==> src/hdl/sm3_pkg.sv <==
// ----------------------------------------------------------------------------
// sm3 package
// constants and helper functions shared by the sm3 hash engine
// ----------------------------------------------------------------------------
package sm3_pkg;

   localparam logic [31:0] T_LOW  = 32'h79cc4519;
   localparam logic [31:0] T_HIGH = 32'h7a879d8a;
   localparam logic [7:0]  PAD_BYTE = 8'h80;

   // request kinds
   localparam logic REQ_BYTE   = 1'b0;
   localparam logic REQ_FINISH = 1'b1;

   localparam logic [31:0] IV [8] = '{
      32'h7380166f, 32'h4914b2b9, 32'h172442d7, 32'hda8a0600,
      32'ha96f30bc, 32'h163138aa, 32'he38dee4d, 32'hb0fb0e4e
   };

   function automatic logic [31:0] rotl(input logic [31:0] x, input logic [4:0] n);
      logic [63:0] d;
      d = {x, x} << n;
      return d[63:32];
   endfunction

   function automatic logic [31:0] perm0(input logic [31:0] x);
      return x ^ rotl(x, 5'd9) ^ rotl(x, 5'd17);
   endfunction

   function automatic logic [31:0] perm1(input logic [31:0] x);
      return x ^ rotl(x, 5'd15) ^ rotl(x, 5'd23);
   endfunction

endpackage

==> src/hdl/sm3_hash_engine.sv <==
// ----------------------------------------------------------------------------
// sm3 hash engine
// byte-serial sm3 hashing with one shared round unit
// ----------------------------------------------------------------------------
// Usage: each req_ word carries kind and data_byte. A message byte (kind 0)
// is packed into the 64-byte block buffer; the 64th byte of a block starts
// the compression, which runs one round per cycle for the 64 rounds and then
// folds into the chaining value, with req_stall high throughout. A finish
// word (kind 1) feeds padding bytes one per cycle between compressions
// (0x80, zeros, then the 64-bit length), compressing one or two blocks,
// then presents the eight digest words A..H on rsp_ with word_index and
// last_word. No message byte is taken while a block is compressed, so the
// sustained rate is set by the single round unit and the one-byte-per-cycle
// buffer write. The wait from a finish to the first digest word depends on
// the bytes left to pad and whether a second block is compressed.
// When rsp_stall is high the current digest word holds; the engine is not
// ready for new input until the last word is taken. Synchronous reset loads
// the IV, clears the length and byte position and empties the output.
// ----------------------------------------------------------------------------
module sm3_hash_engine (
   input  logic        clock,
   input  logic        reset,
   input  logic        req_valid,
   output logic        req_stall,
   input  logic        req_kind,
   input  logic [7:0]  req_data_byte,
   output logic        rsp_valid,
   input  logic        rsp_stall,
   output logic [31:0] rsp_digest_word,
   output logic [2:0]  rsp_word_index,
   output logic        rsp_last_word
);
   import sm3_pkg::*;

   localparam logic [2:0] ST_IDLE = 3'd0;
   localparam logic [2:0] ST_PAD  = 3'd1;
   localparam logic [2:0] ST_RND  = 3'd2;
   localparam logic [2:0] ST_FOLD = 3'd3;
   localparam logic [2:0] ST_OUT  = 3'd4;

   logic [2:0]  state_ff, state_in;
   logic [31:0] blk_ff [16];
   logic [31:0] cv_ff [8];
   logic [31:0] r_ff [8];
   logic [31:0] w_ff [16];
   logic [5:0]  pos_ff, pos_in;
   logic [63:0] len_ff, len_in;
   logic [63:0] flen_ff;
   logic [3:0]  padcnt_ff;      // length bytes emitted
   logic        padlen_ff;      // in the length-byte phase
   logic        fin_ff;         // compression belongs to a finish
   logic [5:0]  rnd_ff;
   logic [2:0]  oidx_ff;

   // byte to write this cycle
   logic        put;
   logic [7:0]  pbyte;
   logic        acc;

   assign acc = req_valid && !req_stall;
   assign req_stall = (state_ff != ST_IDLE);

   always_comb begin
      put = 1'b0;
      pbyte = req_data_byte;
      if (state_ff == ST_IDLE && acc && req_kind == REQ_BYTE) begin
         put = 1'b1;
      end else if (state_ff == ST_PAD) begin
         put = 1'b1;
         if (padlen_ff) pbyte = flen_ff[63:56];
         else if (padcnt_ff == 4'd0) pbyte = PAD_BYTE;
         else pbyte = 8'h00;
      end
   end

   // round datapath
   logic [31:0] a12, ss1, ss2, ff_v, gg_v, tt1, tt2, tj, wj, wj4, nw;
   logic [3:0]  j;
   always_comb begin
      j = rnd_ff[3:0];
      wj  = w_ff[j];
      wj4 = w_ff[j + 4'd4];
      tj  = rotl((rnd_ff < 6'd16) ? T_LOW : T_HIGH, rnd_ff[4:0]);
      a12 = rotl(r_ff[0], 5'd12);
      ss1 = rotl(a12 + r_ff[4] + tj, 5'd7);
      ss2 = ss1 ^ a12;
      if (rnd_ff < 6'd16) begin
         ff_v = r_ff[0] ^ r_ff[1] ^ r_ff[2];
         gg_v = r_ff[4] ^ r_ff[5] ^ r_ff[6];
      end else begin
         ff_v = (r_ff[0] & r_ff[1]) | (r_ff[0] & r_ff[2]) | (r_ff[1] & r_ff[2]);
         gg_v = (r_ff[4] & r_ff[5]) | (~r_ff[4] & r_ff[6]);
      end
      tt1 = ff_v + r_ff[3] + ss2 + (wj ^ wj4);
      tt2 = gg_v + r_ff[7] + ss1 + wj;
      nw = perm1(wj ^ w_ff[j + 4'd7] ^ rotl(w_ff[j + 4'd13], 5'd15))
           ^ rotl(w_ff[j + 4'd3], 5'd7) ^ w_ff[j + 4'd10];
   end

   always_comb begin
      state_in = state_ff;
      pos_in = pos_ff;
      len_in = len_ff;
      if (put) pos_in = pos_ff + 6'd1;
      case (state_ff)
         ST_IDLE: begin
            if (acc && req_kind == REQ_BYTE) begin
               len_in = len_ff + 64'd8;
               if (pos_ff == 6'd63) state_in = ST_RND;
            end else if (acc) begin
               state_in = ST_PAD;
            end
         end
         ST_PAD: begin
            if (pos_ff == 6'd63) state_in = ST_RND;
         end
         ST_RND: begin
            if (rnd_ff == 6'd63) state_in = ST_FOLD;
         end
         ST_FOLD: begin
            if (!fin_ff) state_in = ST_IDLE;
            else if (padcnt_ff == 4'd8) state_in = ST_OUT;
            else state_in = ST_PAD;
         end
         ST_OUT: begin
            if (!rsp_stall && oidx_ff == 3'd7) begin
               state_in = ST_IDLE;
               len_in = 64'd0;
            end
         end
         default: state_in = ST_IDLE;
      endcase
   end

   always_ff @(posedge clock) begin
      if (reset) begin
         state_ff <= ST_IDLE;
         pos_ff <= '0;
         len_ff <= '0;
         fin_ff <= 1'b0;
         padcnt_ff <= '0;
         padlen_ff <= 1'b0;
         rnd_ff <= '0;
         oidx_ff <= '0;
         for (int i = 0; i < 8; i++) cv_ff[i] <= IV[i];
      end else begin
         state_ff <= state_in;
         pos_ff <= pos_in;
         len_ff <= len_in;
         if (state_ff == ST_IDLE && acc && req_kind == REQ_FINISH) begin
            fin_ff <= 1'b1;
            padcnt_ff <= '0;
            padlen_ff <= 1'b0;
            flen_ff <= len_ff;
         end
         if (state_ff == ST_PAD) begin
            // padcnt counts the 0x80 byte then, in length phase, length bytes
            if (padlen_ff) begin
               padcnt_ff <= padcnt_ff + 4'd1;
               flen_ff <= {flen_ff[55:0], 8'h00};
            end else if (pos_ff == 6'd55) begin
               padlen_ff <= 1'b1;
               padcnt_ff <= '0;
            end else begin
               padcnt_ff <= 4'd1;
            end
         end
         if (state_ff == ST_RND) rnd_ff <= rnd_ff + 6'd1;
         else rnd_ff <= '0;
         if (state_ff == ST_FOLD) begin
            for (int i = 0; i < 8; i++) cv_ff[i] <= cv_ff[i] ^ r_ff[i];
         end
         if (state_ff == ST_OUT && !rsp_stall) begin
            oidx_ff <= oidx_ff + 3'd1;
            if (oidx_ff == 3'd7) begin
               fin_ff <= 1'b0;
               for (int i = 0; i < 8; i++) cv_ff[i] <= IV[i];
            end
         end
      end
   end

   // payload: block buffer, round registers, expansion window
   always_ff @(posedge clock) begin
      if (put) begin
         if (pos_ff[1:0] == 2'd0)
            blk_ff[pos_ff[5:2]] <= {pbyte, 24'd0};
         else
            blk_ff[pos_ff[5:2]] <= blk_ff[pos_ff[5:2]]
                                   | ({24'd0, pbyte} << {~pos_ff[1:0], 3'd0});
      end
      if (state_ff == ST_RND) begin
         r_ff[3] <= r_ff[2];
         r_ff[2] <= rotl(r_ff[1], 5'd9);
         r_ff[1] <= r_ff[0];
         r_ff[0] <= tt1;
         r_ff[7] <= r_ff[6];
         r_ff[6] <= rotl(r_ff[5], 5'd19);
         r_ff[5] <= r_ff[4];
         r_ff[4] <= perm0(tt2);
         w_ff[j] <= nw;
      end else begin
         // load window and working registers ahead of the rounds
         for (int i = 0; i < 8; i++) r_ff[i] <= cv_ff[i];
         for (int i = 0; i < 15; i++) w_ff[i] <= blk_ff[i];
         // the last byte of a block lands in the window directly
         if (put && pos_ff == 6'd63)
            w_ff[15] <= blk_ff[15] | {24'd0, pbyte};
         else
            w_ff[15] <= blk_ff[15];
      end
   end

   assign rsp_valid = (state_ff == ST_OUT);
   assign rsp_digest_word = cv_ff[oidx_ff];
   assign rsp_word_index = oidx_ff;
   assign rsp_last_word = (oidx_ff == 3'd7);

endmodule

==> config.mk <==
export PLATFORM = sky130hd
export DESIGN_NAME = sm3_hash_engine
export DESIGN_NICKNAME = d
export VERILOG_FILES = /design/src/hdl/sm3_pkg.sv /design/src/hdl/sm3_hash_engine.sv
export SDC_FILE = /design/constraint.sdc
export NUM_CORES = 2
export LEC_CHECK = 0
export BUFFER_PORTS_ARGS = -buffer_cell sky130_fd_sc_hd__buf_2
export CAP_MARGIN = 20
export CORE_MARGIN = 2
export CORE_UTILIZATION = 30
export CTS_CLUSTER_DIAMETER = 200
export DETAILED_ROUTE_END_ITERATION = 10
export GPL_ROUTABILITY_DRIVEN = 1
export GPL_TIMING_DRIVEN = 0
export PLACE_DENSITY_LB_ADDON = 0.3
export SYNTH_ARGS = -nofsm -noshare
export SYNTH_HDL_FRONTEND = slang
export SYNTH_SLANG_ARGS = --single-unit
==> constraint.sdc <==
create_clock -name clock -period 18.2 [get_ports clock]
set_input_delay 3.64 -clock clock [delete_from_list [all_inputs] [get_ports clock]]
set_output_delay 3.64 -clock clock [all_outputs]
set_load 0.05 [all_outputs]
==> impl_metrics.py <==
metrics = {
    "final_layout": {
        "final_area_um2": 114000,
        "final_common_cell": "nand2_1",
        "layout_common_cells": "nand2_1, edfxtp_1, mux4_2",
        "stdcell_count": 12900,
        "layout-drive-gt1-share": 0.217,
        "areaGrowthSynthToFinish_pct": 15.6,
        "fin_util": 0.349,
        "final_net_count": 8652,
    },
    "sta": {
        "fmax_mhz": 69.1,
        "maxSlewHeadroom": 0.0923,
        "setup_viol": 0,
        "grt_setup_unrepaired": "false",
        "hold_violations": 0,
        "worstMarginPinSlew_ns": 1.36,
        "fin_skew_ns": 0.0896,
        "slew_viol_final": 0,
        "setup_tns_ns": 0,
        "period_minus_slack_ns": 14.47,
        "finalCritPeriodShare": 0.795,
    },
    "worst_setup_path": {
        "cpPeakStageDelay_ns": 0.94,
        "crit_path_end": "r_ff[1][24]",
        "r2r-end": "r_ff[1][24]",
        "arrival_ns": 15.19,
        "critical_path.max_fanout": 13,
        "startpoint_type": "flip-flop",
        "crit_path_end_kind": "flip-flop",
        "path_class": "reg2reg",
        "crit_start": "rnd_ff[4]",
        "ff2ff_setup_slack_ns": 3.73,
        "reg2reg_from": "rnd_ff[4]",
        "rr_worst_depth": 42,
        "slowest_stage": "clkbuf_1",
        "crit_required_ns": 18.92,
    },
    "grt": {
        "met2_usage": 0.455,
        "gr-usage-met1": 0.388,
        "grt_usage": 0.308,
        "antenna_found_initial": 37,
        "grt_pass1_vias": 72500,
        "grt-ovfl-total": 0,
        "grt_max_degree": 66,
        "grt_pass1_wl_um": 687000,
        "grt_use_met3": 0.102,
        "busiest_layer": "met2",
    },
    "clock_tree": {
        "cts_hold_buf": 0,
        "cts_buffer_depth": 4,
        "cts_resized": 0,
        "clk_latency_ns": 0.94,
        "numCtsBuffers": 197,
        "htree_levels": 4,
        "cts_tree": "yes",
        "postCtsSetupBuffers": 0,
        "numClockSinks": 1692,
        "clk_pin_slew_ns": 0.07,
        "cts_root_buf": "clkbuf_16",
    },
    "yosys": {
        "async_flop_share": 0,
        "ys_ff_latch": 1692,
        "synth_warnings": 0,
        "syn_avg_cell_area_um2": 12.5,
        "synth_cells": 7910,
        "netlist_area_um2": 99000,
        "synth_edf_count": 1216,
        "synth_cell_type_count": 87,
        "synthesis.nets": 8227,
        "synthFlopType": "edfxtp_1",
        "seq_area_frac_synth": 0.465,
        "yosys.area.top_type_share": 0.369,
        "ys_top_cells_by_area": "edfxtp_1, mux4_2, dfxtp_1",
        "synth.largest_area_cell": "edfxtp_1",
    },
    "flow_run": {
        "maxCapViolCount": 0,
    },
    "pwr": {
        "p_leak_nw": 42.1,
        "power_density_nw_per_um2": 95.9,
        "clkPwrFrac": 0.367,
        "p_total_mw": 11.0,
        "power_switching_mw": 3.57,
        "power_frac_comb": 0.246,
        "intPower_mw": 7.41,
        "p_seq_frac": 0.387,
        "swShare": 0.325,
        "vdd_drop_max_v": 0.000140,
    },
    "floorplan": {
        "dieArea_um2": 335000,
        "die-height_um": 578,
        "die_w_um": 578,
        "pin_count": 51,
        "core_um2": 328000,
        "start_util": 0.302,
        "rows": 210,
    },
    "hold_path": {
        "hp-class": "reg2reg",
    },
    "status": {
        "outcome": "completed",
    },
    "placed_design": {
        "dp.cells": 12500,
        "postPlaceCellArea_um2": 108000,
        "hpwlAfterDp_um": 401000,
        "routabilityCongestion": 1.03,
        "portBuffers": 49,
    },
    "detailed_routing": {
        "ant_nets": 0,
        "avgRoutedWirePerCell_um": 40.8,
        "drcViolationCount": 0,
        "via_per_inst": 6.01,
        "drt_first_pass_iters": 8,
        "drt_iter0_drc": 12100,
        "vias": 77300,
        "totalWireLength_um": 525000,
    },
}
-- flip-flops by register name (all words and copies together) (netlist names), named ones only --
signal	cells
padlen_ff	1
rsp_word_index	3
fin_ff	1
r_ff	256
len_ff	61
padcnt_ff	4
blk_ff	512
w_ff	512
cv_ff	256
pos_ff	6
flen_ff	64
state_ff	3
rnd_ff	6
-- critical path, delay by kind of cell (launching register included) --
kind / cells / cell delay [ns]
adder cells (fa/ha/maj): 7 / 2.82
AO/OA/AOI/OAI: 18 / 4.92
multiplexers: 1 / 0.25
XOR/XNOR: 3 / 1.51
AND/OR/NAND/NOR: 4 / 0.37
flip-flops: 1 / 0.30
buffers and inverters: 9 / 4.08
-- power by group through the flow --
stage	clock [mW]	sequential, mW	combinational, mW
CTS	4.05	4.25	2.64
finish	4.03	4.25	2.70
detailed placement	0	4.33	2.63
floorplan	0	4.30	1.64
global placement	0	4.33	2.61
global route	4.19	4.26	2.85
-- cell usage after synthesis (all sizes together) (4+ instances only) --
cell       n
o21ai    249
and3      69
nor3      33
nand4     14
mux4     927
xor2     270
buf      202
a21o     280
a211o      4
ha       116
a22oi      7
nand2b    22
nor2     429
a21oi    211
a211oi    11
inv      336
o311a      8
nor2b      9
o31ai     16
mux2i     44
xnor2    462
or2       11
a31oi     75
o21a      16
o21bai    13
o221ai     6
nand3b     4
edfxtp  1216
o211ai    15
or3       19
mux2      44
o22ai     34
fa       188
nor4       4
nand2   1640
and2       9
dfxtp    476
clkbuf   308
nand3     53
-- layout make-up --
class                      count  area (um^2)
fill                       32100       213000
inverter                     337         1270
timing repair buffer         226         3290
antenna                       22         55.1
tap                         4346         5440
clock buffer                 238         5210
multi-input combinational   5371        49700
buffer                       510         2390
sequential                  1692        46000
clock inverter               112         1090
-- per-stage QoR --
stage               worst slack, ns  hold WS (ns)
finish                         3.73         0.463
global route                   3.28         0.474
CTS                            3.99         0.463
detailed placement             4.07         0.458
global placement               2.61         0.454
floorplan                      8.79         0.441
-- layer usage --
| layer | routed length (um) | share of wire |
|---|---|---|
| met4 | 40500 | 0.077 |
| met1 | 198000 | 0.38 |
| met3 | 61700 | 0.12 |
| met2 | 224000 | 0.43 |
| met5 | 198 | 0.00038 |
-- worst min path at each step --
stage | start | to | slack [ns] | depth (start not counted)
6_report | cv_ff[7][31] | r_ff[1][127] | 0.46 | 2
3_3_place_gp | cv_ff[7][3] | r_ff[1][99] | 0.45 | 2
3_5_place_dp | cv_ff[7][19] | r_ff[1][115] | 0.46 | 2
2_1_floorplan | cv_ff[6][0] | r_ff[1][64] | 0.44 | 2
4_1_cts | r_ff[0][70] | r_ff[0][102] | 0.46 | 2
5_1_grt | r_ff[0][95] | r_ff[0][127] | 0.47 | 2
-- logic make-up (layout without fill, tap and decap cells) --
group           after synthesis  after routing  synth area share
buf+inv                     847           1423            0.0359
fa+ha+maj                   305            305            0.0528
other cells                   0             22                 0
mux                        1015           1015             0.220
flops                      1692           1692             0.465
compound gates              985            985            0.0627
simple gates               2332           2332            0.0951
xor+xnor                    734            734            0.0680
Note: power is estimated with default switching activity, not from simulation.
